### config.mk
export PLATFORM = sky130hd
export DESIGN_NAME = frm_out_stage
export DESIGN_NICKNAME = d
export VERILOG_FILES = /design/src/sv/frm_pkg.sv /design/src/sv/frm_out_stage.sv
export VERILOG_INCLUDE_DIRS = /design/src /design/src/sv
export SDC_FILE = /design/constraint.sdc
export NUM_CORES = 1
export LEC_CHECK = 0
export BUFFER_PORTS_ARGS = -buffer_cell sky130_fd_sc_hd__buf_2
export CORE_MARGIN = 5
export CORE_UTILIZATION = 45
export DETAILED_ROUTE_END_ITERATION = 8
export HOLD_SLACK_MARGIN = 0.1
export PLACE_DENSITY = 0.79
export SLEW_MARGIN = 40
export SYNTH_ARGS = -nofsm -noshare
export SYNTH_HDL_FRONTEND = slang
export SYNTH_SLANG_ARGS = --single-unit
### constraint.sdc
create_clock -name clk -period 1.7 [get_ports clk]
set_input_delay 0.34 -clock clk [delete_from_list [all_inputs] [get_ports clk]]
set_output_delay 0.34 -clock clk [all_outputs]
set_load 0.02 [all_outputs]
### src/sv/assert_macros.svh
// Assertion macros shared by the frame rotate / mirror RTL.
// Needs nothing else; the checks fall away when SYNTH is defined.
`ifndef ASSERT_MACROS_SVH
`define ASSERT_MACROS_SVH
`ifndef SYNTH
// The condition must never be true outside reset.
`define ASSERT_NEVER(lbl, clk, rstn, cond, msg) \
	lbl: assert property (@(posedge clk) disable iff (!rstn) !(cond)) else $error(msg);
// The consequent holds in the same cycle as the antecedent.
`define ASSERT_IMPL(lbl, clk, rstn, ante, cons, msg) \
	lbl: assert property (@(posedge clk) disable iff (!rstn) (ante) |-> (cons)) else $error(msg);
// The consequent holds in the cycle after the antecedent.
`define ASSERT_NEXT(lbl, clk, rstn, ante, cons, msg) \
	lbl: assert property (@(posedge clk) disable iff (!rstn) (ante) |=> (cons)) else $error(msg);
`else
`define ASSERT_NEVER(lbl, clk, rstn, cond, msg)
`define ASSERT_IMPL(lbl, clk, rstn, ante, cons, msg)
`define ASSERT_NEXT(lbl, clk, rstn, ante, cons, msg)
`endif
`endif

### src/sv/frm_pkg.sv
// Shared types and constants of the frame rotate / mirror block.
// No dependencies; every other file but assert_macros.svh imports this package.
package frm_pkg;

	localparam int MAX_SIDE_DEF = 64;

	localparam int MODE_W     = 3;
	localparam int DIM_REG_W  = 7;
	localparam int PIX_W      = 8;
	localparam int COORD_W    = 6;
	localparam int CFG_IDX_W  = 2;
	localparam int CFG_DATA_W = 7;

	localparam logic [DIM_REG_W-1:0] ROWS_RST = DIM_REG_W'(64);
	localparam logic [DIM_REG_W-1:0] COLS_RST = DIM_REG_W'(64);

	typedef enum logic [MODE_W-1:0] {
		MODE_IDENT  = 3'd0,
		MODE_ROT90  = 3'd1,
		MODE_ROT180 = 3'd2,
		MODE_ROT270 = 3'd3,
		MODE_MIRR   = 3'd4,
		MODE_MIRC   = 3'd5
	} mode_t;

	typedef enum logic [CFG_IDX_W-1:0] {
		CFG_MODE = 2'd0,
		CFG_ROWS = 2'd1,
		CFG_COLS = 2'd2
	} cfg_idx_t;

	typedef enum logic {
		OP_LOAD  = 1'b0,
		OP_FETCH = 1'b1
	} opcode_t;

	// Coordinates and end mark of one fetched pixel, travelling alongside the read.
	typedef struct packed {
		logic [COORD_W-1:0] out_row;
		logic [COORD_W-1:0] out_col;
		logic               frame_end;
	} fetch_meta_t;

endpackage

### src/sv/frm_out_stage.sv
// Read pipeline stage and output register with its stall control.
// Depends on frm_pkg and assert_macros.svh.
`include "assert_macros.svh"
module frm_out_stage (
	input  logic                           clk,
	input  logic                           arst_n,
	input  logic                           issue,
	input  frm_pkg::fetch_meta_t           meta,
	input  logic [frm_pkg::PIX_W-1:0]      rdata,
	input  logic                           out_ready,
	output logic                           accept_ok,
	output logic                           out_valid,
	output logic [frm_pkg::PIX_W-1:0]      pixel_out,
	output frm_pkg::fetch_meta_t           out_meta
);
	import frm_pkg::*;

	logic        valid_s1;
	fetch_meta_t meta_s1;
	logic        out_valid_q;
	logic [PIX_W-1:0] pixel_q;
	fetch_meta_t meta_q;
	logic        advance;

	// The read stage moves on whenever the output register is free or being emptied.
	assign advance   = valid_s1 && (!out_valid_q || out_ready);
	assign accept_ok = !valid_s1 || advance;

	always_ff @(posedge clk or negedge arst_n) begin
		if (!arst_n) begin
			valid_s1    <= 1'b0;
			out_valid_q <= 1'b0;
		end else begin
			if (issue) begin
				valid_s1 <= 1'b1;
			end else if (advance) begin
				valid_s1 <= 1'b0;
			end
			if (advance) begin
				out_valid_q <= 1'b1;
			end else if (out_ready) begin
				out_valid_q <= 1'b0;
			end
		end
	end

	always_ff @(posedge clk) begin
		if (issue) begin
			meta_s1 <= meta;
		end
		if (advance) begin
			pixel_q <= rdata;
			meta_q  <= meta_s1;
		end
	end

	assign out_valid = out_valid_q;
	assign pixel_out = pixel_q;
	assign out_meta  = meta_q;

	`ASSERT_NEXT(a_issue_lands, clk, arst_n, issue, valid_s1, "accepted fetch did not reach the read stage")
	`ASSERT_NEXT(a_stall_holds, clk, arst_n, valid_s1 && out_valid_q && !out_ready, valid_s1 && $stable(meta_s1), "stalled read stage lost its beat")
	`ASSERT_NEXT(a_free_output_fills, clk, arst_n, valid_s1 && !out_valid_q, out_valid_q, "read stage did not move into a free output register")
endmodule

==> metrics.txt <==
GRT overflow=0; worst hold path class=in2reg; final wirelength=1.76 mm; DRC=0; ant diodes=0; CTS Buffer Depth=2; final hold violations=0; Tightest Pin Transition=around 0.30 ns; CTS H-tree depth=2; vias in the first global route=597; Final Util=between 60 and 70%; Setup WS post-layout=0.247 ns; total track usage=a little over a tenth; clk sinks=36; crit path DAT=1.11 ns; worst skew pair latency=approximately 0.32 ns; Ys Warns=0; Mapped Cells=42; core area=2410 um^2; fin. max-slew vios=0; Antenna Nets Post-Route=0; Syn-to-layout area delta=33.1%; CP max FO=3; chip height=between 50 and 60 um; switching pwr=370 uW; TNS Setup=0 ns; fin nets=123; synthesized area=around 1100 um^2; Critical Path RT=1.36 ns; PwrDens=around 1200 nW/um^2; number of port buffers=47; Comb power frac=8.8%; P_int=approximately 1.4 mW; RSZ-0062 raised after global routing=no; Flop pwr share=around three fifths; fin crit share=85.5%; Worst-path clk slew=0.10 ns; Mapped Avg Cell Area=26.4 um^2; Pre-antenna DRT Iters=2; post-CTS sizing=0; #FFs+latches synth=36; final setup violation count=0; Initial Util=between 40% and 50%; via count=560; status=finished clean; fmax=688 MHz; WS Path Type=reg2out; MaxCap Viol Count=0; RD Place Congestion=between 0.6 and 0.7; Slew headroom=79.9%; Die ar.=about 3600 um^2; root buf cell=clkbuf_4; VDD IR max=1010 uV; kind of start point of the critical path=flop; min Tclk post-route=1.45 ns; Clk network pwr share=31.3%; I/O pin count=48; via/cell ratio=between 4 and 5; Netlist cell types=7; Leak=0.602 nW; syn nets=67; crit end category=primary output; DRT iter0 DRCs=9; CTS buffer count=5; share of synthesized area occupied by flip-flops and latches=96.7%; layout cell share with drive strength beyond 1=55.6%; first-pass GRT wire length=2.61 mm; post-place setup slack=0.442 ns; fillers=about 180; Clock Skew=between 0.004 and 0.005 ns; initial antenna violation count=0; largest net degree at the start of global routing=22; Wirelength per Cell=between 10 and 15 um; dpl hpwl=1.38 mm; num rows=18; reg2reg setup slack=a little over 0.5 ns; Die Wd=59.6 um; Switching Fraction=20.7%; CTS tree=done
-- layout by cell type (no fill, tap or decap), types with 2 or more instances in the layout --
master / Yosys / layout
buf_2: 0 / 47
clkbuf_4: 0 / 5
dfrtp_1: 2 / 2
edfxtp_1: 34 / 34
nand2b_1: 2 / 2
-- cells by family after synthesis --
logic type / share of synthesized area (%)
and+or+nand+nor: 2.60
DFF: 96.7
AOI/OAI and AO/OA: 0.678
-- power groups by stage --
stage / Sequential [mW] / Clock, mW / Combinational, mW
6_report: 1.07 / 0.558 / 0.157
5_1_grt: 1.08 / 0.632 / 0.169
4_1_cts: 1.07 / 0.579 / 0.160
3_5_place_dp: 1.09 / 0 / 0.158
3_3_place_gp: 1.09 / 0 / 0.154
2_1_floorplan: 1.14 / 0 / 0.0226
-- cell usage after synthesis --
cell | n | share of area (%)
and2_1 | 1 | 0.57
a21o_1 | 1 | 0.68
dfrtp_1 | 2 | 4.5
edfxtp_1 | 34 | 92
nor2b_1 | 1 | 0.57
nand2b_1 | 2 | 1.1
nand2_1 | 1 | 0.34
-- worst max-delay path, cell delays in order, from the launching register on --
cell,delay (ns)
dfrtp_1,0.38
nor2b_1,0.19
nand2_1,0.07
buf_2,0.16
-- routing by layer --
metal | global-route usage (%) | wire, um | share of wire [%] | vias to the layer above
met5 | 0 | 0 | 0 | -
met4 | 3.80 | 0 | 0 | 0
met3 | 6.97 | 242 | 14 | 0
met2 | 17.6 | 950 | 54 | 34
met1 | 11.8 | 570 | 32 | 252
li1 | - | - | - | 274
-- flip-flops by register name (all words and copies together) (netlist names) --
name,count
out_meta,13
valid_s1,1
pixel_out,8
meta_s1,13
out_valid,1
-- layout make-up --
type                       instances  area, um^2  share of cell area [%]
clock buffer                       6        41.3                    2.80
clock inverter                     2        35.0                    2.38
multi-input combinational          6        36.3                    2.46
sequential                        36        1070                    72.7
tap                               30        37.5                    2.55
timing repair buffer              49         253                    17.1
-- what timing repair did --
item / in CTS / in global routing
hold buffers: 1 / 0
endpoints found under the hold margin: 2 / 0
buffers inserted: 0 / 0
-- stage by stage --
stage               instance area, um^2  hold slack (ns)  instances  power [mW]
global placement                   1390            0.124        120        1.24
finish                             1470            0.185        129        1.79
detailed placement                 1390            0.127        120        1.25
CTS                                1470            0.167        129        1.81
global route                       1470            0.146        129        1.88
floorplan                          1110           0.0444         42        1.17
-- final timing paths --
kind / from / end / cells after the start
setup / recovery: out_valid / accept_ok / 3
hold / removal: rdata[0] / pixel_out[0] / 1
setup reg to reg: out_valid / pixel_out[4] / 3
hold reg to reg: meta_s1[3] / out_meta[3] / 0
max in group asynchronous: arst_n / out_valid / 2
min in group asynchronous: arst_n / valid_s1 / 2
(Power assumes the default switching activity.)
