File: src/sv/assert_macros.svh
// Assertion macros shared by the frame rotate / mirror RTL.
// Needs nothing else; the checks fall away when SYNTH is defined.
`ifndef ASSERT_MACROS_SVH
`define ASSERT_MACROS_SVH
`ifndef SYNTH
// The condition must never be true outside reset.
`define ASSERT_NEVER(lbl, clk, rstn, cond, msg) \
	lbl: assert property (@(posedge clk) disable iff (!rstn) !(cond)) else $error(msg);
// The consequent holds in the same cycle as the antecedent.
`define ASSERT_IMPL(lbl, clk, rstn, ante, cons, msg) \
	lbl: assert property (@(posedge clk) disable iff (!rstn) (ante) |-> (cons)) else $error(msg);
// The consequent holds in the cycle after the antecedent.
`define ASSERT_NEXT(lbl, clk, rstn, ante, cons, msg) \
	lbl: assert property (@(posedge clk) disable iff (!rstn) (ante) |=> (cons)) else $error(msg);
`else
`define ASSERT_NEVER(lbl, clk, rstn, cond, msg)
`define ASSERT_IMPL(lbl, clk, rstn, ante, cons, msg)
`define ASSERT_NEXT(lbl, clk, rstn, ante, cons, msg)
`endif
`endif

File: src/sv/frm_pkg.sv
// Shared types and constants of the frame rotate / mirror block.
// No dependencies; every other file but assert_macros.svh imports this package.
package frm_pkg;

	localparam int MAX_SIDE_DEF = 64;

	localparam int MODE_W     = 3;
	localparam int DIM_REG_W  = 7;
	localparam int PIX_W      = 8;
	localparam int COORD_W    = 6;
	localparam int CFG_IDX_W  = 2;
	localparam int CFG_DATA_W = 7;

	localparam logic [DIM_REG_W-1:0] ROWS_RST = DIM_REG_W'(64);
	localparam logic [DIM_REG_W-1:0] COLS_RST = DIM_REG_W'(64);

	typedef enum logic [MODE_W-1:0] {
		MODE_IDENT  = 3'd0,
		MODE_ROT90  = 3'd1,
		MODE_ROT180 = 3'd2,
		MODE_ROT270 = 3'd3,
		MODE_MIRR   = 3'd4,
		MODE_MIRC   = 3'd5
	} mode_t;

	typedef enum logic [CFG_IDX_W-1:0] {
		CFG_MODE = 2'd0,
		CFG_ROWS = 2'd1,
		CFG_COLS = 2'd2
	} cfg_idx_t;

	typedef enum logic {
		OP_LOAD  = 1'b0,
		OP_FETCH = 1'b1
	} opcode_t;

	// Coordinates and end mark of one fetched pixel, travelling alongside the read.
	typedef struct packed {
		logic [COORD_W-1:0] out_row;
		logic [COORD_W-1:0] out_col;
		logic               frame_end;
	} fetch_meta_t;

endpackage

File: src/sv/frm_addr_gen.sv
// Configuration registers, load and fetch position counters and the address
// map of each transform. Depends on frm_pkg and assert_macros.svh.
`include "assert_macros.svh"
module frm_addr_gen #(
	parameter int MAX_SIDE = frm_pkg::MAX_SIDE_DEF
) (
	input  logic                                 clk,
	input  logic                                 arst_n,
	input  logic                                 cfg_we,
	input  logic [frm_pkg::CFG_IDX_W-1:0]        cfg_idx,
	input  logic [frm_pkg::CFG_DATA_W-1:0]       cfg_data,
	input  logic                                 fire,
	input  logic                                 opcode,
	input  logic [frm_pkg::PIX_W-1:0]            pixel,
	output logic                                 mem_we,
	output logic                                 mem_re,
	output logic [$clog2(MAX_SIDE*MAX_SIDE)-1:0] mem_addr,
	output logic [frm_pkg::PIX_W-1:0]            mem_wdata,
	output frm_pkg::fetch_meta_t                 meta
);
	import frm_pkg::*;

	localparam int DEPTH  = MAX_SIDE * MAX_SIDE;
	localparam int ADDR_W = $clog2(DEPTH);
	localparam int POS_W  = $clog2(MAX_SIDE);
	localparam int DIM_W  = $clog2(MAX_SIDE + 1);

	logic [MODE_W-1:0]    mode_q;
	logic [DIM_REG_W-1:0] rows_q, cols_q;
	logic [POS_W-1:0]     load_row_q, load_col_q, emit_row_q, emit_col_q;

	logic [DIM_W-1:0] nr, nc, orows, ocols, src_r, src_c;
	logic [POS_W-1:0] ld_r, ld_c, em_r, em_c;
	logic             rot, ld_wrap, em_wrap;
	logic             ld_last_col, ld_last_row, em_last_col, em_last_row;
	logic             is_load;

	function automatic logic [DIM_W-1:0] clamp_side(input logic [DIM_REG_W-1:0] v);
		if (v == '0) begin
			return DIM_W'(1);
		end
		if (int'(v) > MAX_SIDE) begin
			return DIM_W'(MAX_SIDE);
		end
		return DIM_W'(v);
	endfunction

	function automatic logic [ADDR_W-1:0] addr_of(input logic [POS_W-1:0] r,
		input logic [POS_W-1:0] c);
		return ADDR_W'(ADDR_W'(r) * ADDR_W'(MAX_SIDE)) + ADDR_W'(c);
	endfunction

	always_comb begin
		nr    = clamp_side(rows_q);
		nc    = clamp_side(cols_q);
		rot   = (mode_q == MODE_ROT90) || (mode_q == MODE_ROT270);
		orows = rot ? nc : nr;
		ocols = rot ? nr : nc;

		// A position left outside shrunken dimensions restarts at the origin.
		ld_wrap = (DIM_W'(load_row_q) >= nr) || (DIM_W'(load_col_q) >= nc);
		ld_r    = ld_wrap ? '0 : load_row_q;
		ld_c    = ld_wrap ? '0 : load_col_q;
		em_wrap = (DIM_W'(emit_row_q) >= orows) || (DIM_W'(emit_col_q) >= ocols);
		em_r    = em_wrap ? '0 : emit_row_q;
		em_c    = em_wrap ? '0 : emit_col_q;

		ld_last_col = (DIM_W'(ld_c) + DIM_W'(1)) >= nc;
		ld_last_row = (DIM_W'(ld_r) + DIM_W'(1)) >= nr;
		em_last_col = (DIM_W'(em_c) + DIM_W'(1)) >= ocols;
		em_last_row = (DIM_W'(em_r) + DIM_W'(1)) >= orows;

		unique case (mode_q)
			MODE_ROT90: begin
				src_r = DIM_W'(em_c);
				src_c = nc - DIM_W'(1) - DIM_W'(em_r);
			end
			MODE_ROT180: begin
				src_r = nr - DIM_W'(1) - DIM_W'(em_r);
				src_c = nc - DIM_W'(1) - DIM_W'(em_c);
			end
			MODE_ROT270: begin
				src_r = nr - DIM_W'(1) - DIM_W'(em_c);
				src_c = DIM_W'(em_r);
			end
			MODE_MIRR: begin
				src_r = nr - DIM_W'(1) - DIM_W'(em_r);
				src_c = DIM_W'(em_c);
			end
			MODE_MIRC: begin
				src_r = DIM_W'(em_r);
				src_c = nc - DIM_W'(1) - DIM_W'(em_c);
			end
			default: begin
				src_r = DIM_W'(em_r);
				src_c = DIM_W'(em_c);
			end
		endcase

		is_load   = (opcode == OP_LOAD);
		mem_we    = fire && is_load;
		mem_re    = fire && !is_load;
		mem_wdata = pixel;
		mem_addr  = is_load ? addr_of(ld_r, ld_c) : addr_of(POS_W'(src_r), POS_W'(src_c));

		meta.out_row   = COORD_W'(em_r);
		meta.out_col   = COORD_W'(em_c);
		meta.frame_end = em_last_row && em_last_col;
	end

	always_ff @(posedge clk or negedge arst_n) begin
		if (!arst_n) begin
			mode_q     <= MODE_IDENT;
			rows_q     <= ROWS_RST;
			cols_q     <= COLS_RST;
			load_row_q <= '0;
			load_col_q <= '0;
			emit_row_q <= '0;
			emit_col_q <= '0;
		end else begin
			if (cfg_we) begin
				unique case (cfg_idx)
					CFG_MODE: mode_q <= MODE_W'(cfg_data);
					CFG_ROWS: rows_q <= DIM_REG_W'(cfg_data);
					CFG_COLS: cols_q <= DIM_REG_W'(cfg_data);
					default: ;
				endcase
			end
			if (mem_we) begin
				if (ld_last_col) begin
					load_col_q <= '0;
					load_row_q <= ld_last_row ? '0 : POS_W'(DIM_W'(ld_r) + DIM_W'(1));
				end else begin
					load_row_q <= ld_r;
					load_col_q <= POS_W'(DIM_W'(ld_c) + DIM_W'(1));
				end
			end
			if (mem_re) begin
				if (em_last_col) begin
					emit_col_q <= '0;
					emit_row_q <= em_last_row ? '0 : POS_W'(DIM_W'(em_r) + DIM_W'(1));
				end else begin
					emit_row_q <= em_r;
					emit_col_q <= POS_W'(DIM_W'(em_c) + DIM_W'(1));
				end
			end
		end
	end

	`ASSERT_NEVER(a_single_access, clk, arst_n, mem_we && mem_re, "write and read issued together")
	`ASSERT_IMPL(a_read_in_frame, clk, arst_n, mem_re, (int'(src_r) < int'(nr)) && (int'(src_c) < int'(nc)), "fetch maps outside the loaded frame")
	`ASSERT_IMPL(a_end_on_last, clk, arst_n, mem_re && meta.frame_end, em_last_row, "frame end away from the last output row")
endmodule

File: config.mk
export PLATFORM = sky130hd
export DESIGN_NAME = frm_addr_gen
export DESIGN_NICKNAME = d
export VERILOG_FILES = /design/src/sv/frm_pkg.sv /design/src/sv/frm_addr_gen.sv
export VERILOG_INCLUDE_DIRS = /design/src /design/src/sv
export SDC_FILE = /design/constraint.sdc
export NUM_CORES = 1
export LEC_CHECK = 0
export ABC_AREA = 1
export BUFFER_PORTS_ARGS = -buffer_cell sky130_fd_sc_hd__buf_2
export CORE_MARGIN = 2
export CORE_UTILIZATION = 45
export CTS_BUF_LIST = sky130_fd_sc_hd__clkbuf_4 sky130_fd_sc_hd__clkbuf_8 sky130_fd_sc_hd__clkbuf_16
export CTS_CLUSTER_DIAMETER = 60
export DETAILED_ROUTE_END_ITERATION = 16
export GPL_ROUTABILITY_DRIVEN = 0
export PLACE_DENSITY = 0.61
export SLEW_MARGIN = 40
export SYNTH_ARGS = -nofsm -noshare
export SYNTH_HDL_FRONTEND = slang
export SYNTH_SLANG_ARGS = --single-unit
File: constraint.sdc
create_clock -name clk -period 6.7 [get_ports clk]
set_clock_uncertainty 0.05 [all_clocks]
set_input_delay 1.34 -clock clk [delete_from_list [all_inputs] [get_ports clk]]
set_output_delay 1.34 -clock clk [all_outputs]
set_load 0.005 [all_outputs]
==> flow_summary.toml, run 1 <==
[route]
drtIter0Drc = 327
ant_nets = 0
post_drt_via_cell_ratio = 5.558
routed-via-count = 5024
routed_wire_per_std_cell_um = 16.69
postRouteWirelength_um = 15090
drc = 0
detailedRoute.firstPassIterationCount = 5

[cts]
numCtsBuffers = 5
cts.path.max_buffers = 2
tritoncts = "done"
clock_insertion_delay_worst_skew_ns = 0.32
numClockSinks = 41
clockRootBuffer = "clkbuf_8"
clock_tree.htree_level_count = 2
clk_pin_slew_worst_paths_ns = 0.09

[synth]
ys_warns = 0
synth_top_area_cell = "dfrtp_1"
postSynthRegisterBits = 41
synth_top_cells_by_count = "173 x nand2_1, 124 x inv_1, 70 x o21ai_0, 62 x ha_1, 52 x nor2_1"
postSynth.asyncResetShare_pct = 100.0
synth_cell_type_count = 44
synth_edf_count = 0
synth_top_area_share_pct = 20.39
mappedNetlistNets = 818
synth_top_cells_by_area = "dfrtp_1 20%, ha_1 16%, nand2_1 14%"
synthesis.area_um2 = 4787
synth.avg_cell_area_um2 = 6.540
postSynthCellCount = 732
yosysSeqAreaShare_pct = 21.48
ys.flop_type = "dfrtp_1"
post-synth-top-count-cell = "nand2_1"

[timing]
worst_slew_pin_slew_ns = 0.5893
maxSlewViolCount = 0
post-route-period-util_pct = 96.56
setup_violation_total_in_the_final_timing_report = 0
setup-tns-final_ns = 0
grt_setup_unrepaired = "true"
timing_hold_violations_final = 0
timing.final.crit_period_ns = 6.469
tightest_slew_margin_relative_to_the_limit_pct = 60.62
maxClockFrequency_ghz = 0.1546

[status]
outcome = "finished, final reports clean"

[job]
cap_violations = 0

[power_and_ir_drop]
cellLeakagePower_uw = 0.002915
power.total_uw = 2161
power_density_nw_per_um2 = 406.8
irDropWorstVdd_mv = 0.1622

[grt]
grt_antenna_before_repair = 0
grt_max_degree = 42
grt_pass1_wl_um = 24120
grt_overflow = 0
grt_pass1_vias = 4818
grt_util_all_layers_pct = 27.00

[placed_design]
detailedPlacementHpwl_um = 11940
port-buffer-count = 40
numPlacedInstances = 895

[floorplan]
i_o_pin_cnt = 57
placeable_core_region_um2 = 10320
chip_height_um = 107.1
design.die.area_um2 = 11480
start_util_pct = 46.37
floorplan.rows = 37
chipWidth_um = 107.1

[final_layout]
nNetsFinal = 853
layout.filler_cells = 1064
antenna_cells = 0
final_layout_size_suffix_gt1_share_pct = 13.41
layout.cells.non_filler = 904
area_delta_synth_final_pct = 10.95
final_util_pct = 51.45

[critical_path]
critical_path_arrival_ns = 5.08
timing.critical_path.to_type = "output port"
required_ns = 5.31
critical-path-max-stage-delay_ns = 0.61
critPathLaunchType = "flop"
path_cells = "clkinvlp_4 > nand4_1 > a21oi_4 > inv_1 > o21ai_2 > ha_1 > o21ai_1 > nand2_1 > nand2_1 > nand2_1 > a21oi_4 > nand2_4 > nor2_1 > o21ai_0 > ha_1 > inv_1 > nor2_1 > o21a_1 > nor2_1 > xor2_1 > or2_2 > nand3_1 > a22oi_1 > buf_2"
timing.critical_path.fanout_max = 10
critPathKind = "reg2out"
crit_path_top_delay_cell = "dfstp_2"

[hold_path]
worst_hold_path_type = "reg2reg"
[flip-flops by register name, indices dropped and copies added, names as in the netlist]
name        count
mode_q          3
load_row_q      6
rows_q          7
load_col_q      6
cols_q          7
emit_col_q      6
emit_row_q      6
[cells in the final DEF, fill, tap and decap left out, drive strengths merged]
cell,n
a221oi,2
clkinv,3
a21o,1
nand4,12
dfstp,2
o2111ai,3
nand2,180
a21oi,28
a31oi,3
o22ai,15
clkinvlp,2
buf,47
nor3,4
nand3,53
fa,2
inv,128
xnor2,4
o221ai,2
or2,7
dfrtp,39
o31ai,1
o21a,3
bufinv,1
o21bai,3
o32ai,2
and3,1
ha,62
o211ai,4
o21ai,76
nand3b,1
xor2,11
clkbuf,6
nor2,55
a21boi,2
a22oi,3
[layout make-up]
cell class / count / area, um^2 / area share [%]
clock buffers: 6 / 76.32 / 1.437
well taps: 136 / 170.2 / 3.204
flip-flops and latches: 41 / 1028 / 19.36
multi-input cells: 540 / 3237 / 60.94
repair buffers: 47 / 255.2 / 4.806
clock inverters: 2 / 38.79 / 0.7303
inverters: 132 / 505.5 / 9.517
[routing by layer]
metal / GRT usage [%] / vias up / part of all wire [%]
li1: - / 2483 / -
met2: 45.48 / 188 / 47
met5: 0 / - / 0
met3: 3.647 / 50 / 6.3
met4: 11.97 / 0 / 4.2
met1: 34.30 / 2303 / 43
[logic make-up after synthesis]
logic type / synth area share, %
compound gates: 17.85
buf+inv: 12.68
fa+ha+maj: 17.04
simple gates: 28.20
flops: 21.48
xor+xnor: 2.744
[timing repair]
| item | in CTS | in global routing |
|---|---|---|
| pin swaps | 0 | 1 |
| buffers inserted | 0 | 1 |
| gates resized for setup | 5 | 32 |
| endpoints found under the setup margin | 3 | 8 |
| hold buffers | 0 | 0 |
[critical path, delay by kind of cell (launching register included)]
| kind | cells | cell delay (ns) |
|---|---|---|
| adders and majority gates | 2 | 0.63 |
| and+or+nand+nor | 10 | 1.38 |
| DFF | 1 | 0.61 |
| xor gates and xnor gates | 1 | 0.20 |
| AOI/OAI and AO/OA | 7 | 1.31 |
| buffers and inverters | 4 | 0.64 |
[report_power, final]
| group | leakage (uW) | internal, uW | total, uW | switching, uW |
|---|---|---|---|---|
| Clock | 0.0000588 | 116 | 224 | 108 |
| Combinational | 0.00233 | 556 | 1570 | 1010 |
| Sequential | 0.000527 | 306 | 367 | 60.8 |
[worst paths after layout]
path                                            start                        end  slack, ns  depth (start not counted)
worst max-delay path            cols_q[6]$_DFFE_PN1P_               mem_addr[11]       0.23                         24
worst min-delay path            rows_q[0]$_DFFE_PN0P_      rows_q[0]$_DFFE_PN0P_       0.45                          2
worst max register to register  rows_q[3]$_DFFE_PN0P_  load_col_q[3]$_DFFE_PN0P_       1.35                         25
worst min register to register  rows_q[0]$_DFFE_PN0P_      rows_q[0]$_DFFE_PN0P_       0.45                          2
max in group asynchronous                      arst_n      cols_q[6]$_DFFE_PN1P_       5.24                          1
min in group asynchronous                      arst_n  emit_col_q[4]$_DFFE_PN0P_       0.95                          1
[metrics by stage]
step                      cell area, um^2  hold slack [ns]  setup WS [ns]
after global routing                 5311           0.4803       -0.06132
after floorplan                      4787           0.4030          1.039
after global placement               5094           0.4240         0.4111
after detailed placement             5096           0.4321         0.1675
final                                5311           0.4473         0.2308
after CTS                            5220           0.4535        0.01535
No activity file was read; power rests on OpenSTA's default activity.
==> inputs of run 2 (changes only) <==
--- a/config.mk
+++ b/config.mk
@@ -10,7 +10,6 @@
 export BUFFER_PORTS_ARGS = -buffer_cell sky130_fd_sc_hd__buf_2
 export CORE_MARGIN = 2
 export CORE_UTILIZATION = 45
-export CTS_BUF_LIST = sky130_fd_sc_hd__clkbuf_4 sky130_fd_sc_hd__clkbuf_8 sky130_fd_sc_hd__clkbuf_16
 export CTS_CLUSTER_DIAMETER = 60
 export DETAILED_ROUTE_END_ITERATION = 16
 export GPL_ROUTABILITY_DRIVEN = 0
==> run 2 against run 1 <==
Effect of this change:
- critical path depth unchanged
- critical path type unchanged
- critical endpoint unchanged
- global-route usage unchanged
- largest cell class unchanged
- via count is 0.56% lower
- clock power is 2% lower
- highest routed layer unchanged
- fmax rose by 0.24%
- wire length fell by 0.13%
==> flow_summary.toml, run 2 (synthesis results as in run 1) <==
[status]
outcome = "finished, final reports clean"

[timing]
tightest_slew_margin_relative_to_the_limit_pct = 60.54
setup_violation_total_in_the_final_timing_report = 0
maxClockFrequency_ghz = 0.1549
timing_hold_violations_final = 0
grt_setup_unrepaired = "true"
finalHoldWorstSlack_ns = 0.4473
post-route-worst-setup-slack_ns = 0.2461
post-route-period-util_pct = 96.33
maxSlewViolCount = 0
worst_slew_pin_slew_ns = 0.5905
timing.final.crit_period_ns = 6.454

[critical_path]
required_ns = 5.31
critical-path-max-stage-delay_ns = 0.61
cp_top_family = "simple AND/OR/NAND/NOR gates"
critPathLaunchType = "flop"
timing.critical_path.fanout_max = 10
critPathKind = "reg2out"
critical_path.n_buffers_inverters = 4
worst-r2r-cell-count = 25
capture_instance_of_the_worst_register_to_register_path = "load_col_q[3]$_DFFE_PN0P_"
crit_path_top_delay_cell = "dfstp_2"
rr_startpoint = "rows_q[3]$_DFFE_PN0P_"
setup.reg_to_reg.worst_slack_ns = 1.36
critical_path_arrival_ns = 5.06
path_cells = "clkinvlp_4 > nand4_1 > a21oi_4 > inv_1 > o21ai_2 > ha_1 > o21ai_1 > nand2_1 > nand2_1 > nand2_1 > a21oi_4 > nand2_4 > nor2_1 > o21ai_0 > ha_1 > inv_1 > nor2_1 > o21a_1 > nor2_1 > xor2_1 > or2_2 > nand3_1 > a22oi_1 > buf_2"
timing.critical_path.to_type = "output port"

[power_and_ir_drop]
cellLeakagePower_uw = 0.002912
power_density_nw_per_um2 = 406.2
power.total_uw = 2156
irDropWorstVdd_mv = 0.1623

[floorplan]
floorplan.rows = 37
chipWidth_um = 107.1
design.die.area_um2 = 11480
start_util_pct = 46.37
placeable_core_region_um2 = 10320
chip_height_um = 107.1
i_o_pin_cnt = 57

[grt]
grt_antenna_before_repair = 0
grt_pass1_vias = 4818
globalRouteMet2Util_pct = 45.48
groute.layer.met3.usage_pct = 3.647
grt_overflow = 0
busiest_layer = "met2"
grt_pass1_wl_um = 24120
grt_max_degree = 42
grt_use_met1_pct = 34.30
grt_util_all_layers_pct = 27.00

[final_layout]
biggestRegsByFlops = "cols_q: 7 flops, rows_q: 7 flops"
nNetsFinal = 853
final_layout_size_suffix_gt1_share_pct = 13.28
area_delta_synth_final_pct = 10.87
mostFrequentLayoutCells = "167 x nand2_1, 122 x inv_1, 62 x ha_1"
antenna_cells = 0
final_common_cell = "nand2_1"

[route]
ant_nets = 0
drtIter0Drc = 328
routed-via-count = 4996
postRouteWirelength_um = 15070
routed_wire_per_std_cell_um = 16.67
post_drt_via_cell_ratio = 5.527
drc = 0
detailedRoute.firstPassIterationCount = 5

[job]
cap_violations = 0

[cts]
numCtsBuffers = 5
cts.path.max_buffers = 2
numClockSinks = 41
cts.hold.buffers_added = 0
clk_pin_slew_worst_paths_ns = 0.09
clockRootBuffer = "clkbuf_8"
tritoncts = "done"
clock_insertion_delay_worst_skew_ns = 0.32
clock_tree.htree_level_count = 2

[placed_design]
port-buffer-count = 40
detailedPlacementHpwl_um = 11940
dp_slack_ns = 0.1675

[hold_path]
worst_hold_path_type = "reg2reg"
timing.hold.worst.start = "rows_q[0]$_DFFE_PN0P_"
hold-path-endpoint = "rows_q[0]$_DFFE_PN0P_"
hold_path_depth = 2
run 2: worst max path at each step:
stage	endpoint	startpoint	slack, ns	cells past startpoint
3_5_place_dp	mem_addr[5]	cols_q[2]$_DFFE_PN0P_	0.17	28
2_1_floorplan	meta[0]	cols_q[2]$_DFFE_PN0P_	1.04	28
5_1_grt	meta[0]	rows_q[3]$_DFFE_PN0P_	-0.06	27
4_1_cts	mem_addr[5]	cols_q[2]$_DFFE_PN0P_	0.02	28
3_3_place_gp	mem_addr[5]	cols_q[1]$_DFFE_PN0P_	0.41	28
6_report	mem_addr[11]	cols_q[6]$_DFFE_PN1P_	0.25	24
run 2: layout make-up:
cell class              count  area (um^2)
flip-flops and latches     41         1028
fillers                  1066         5016
inverters                 132        505.5
clock inverters             2        38.79
well taps                 136        170.2
multi-input cells         540         3237
clock buffers               6        72.57
repair buffers             47        255.2
run 2: timing repair:
| action | in CTS | in global routing |
|---|---|---|
| endpoints found under the setup margin | 3 | 8 |
| gates resized for setup | 5 | 32 |
| pin swaps | 0 | 1 |
| buffers inserted | 0 | 1 |
run 2: per-layer routing:
layer / wire, um / up-vias
li1: - / 2482
met1: 6494 / 2292
met2: 7046 / 174
met3: 909 / 48
met4: 620 / 0
met5: 0 / -
run 2: where the power goes:
group	internal, uW	total (uW)	switching, uW	leakage [uW]
logic	556	1570	1010	0.00233
clock network	112	220	108	0.0000554
registers	306	367	60.6	0.000527
total	975	2160	1180	0.00291
run 2: metrics by stage:
step	cell area [um^2]	utilization, %	instances	setup TNS (ns)
global route	5308	51.41	904	-0.08062
detailed placement	5096	49.36	895	0
floorplan	4787	-	732	0
finish	5308	51.41	904	0
global placement	5094	49.34	895	0
CTS	5216	50.53	903	0
run 2: tightest hold or removal path, stage by stage, from the launching register on:
cell and delay, ns:
dfrtp_1 0.35, nand2_1 0.05, o21ai_0 0.06
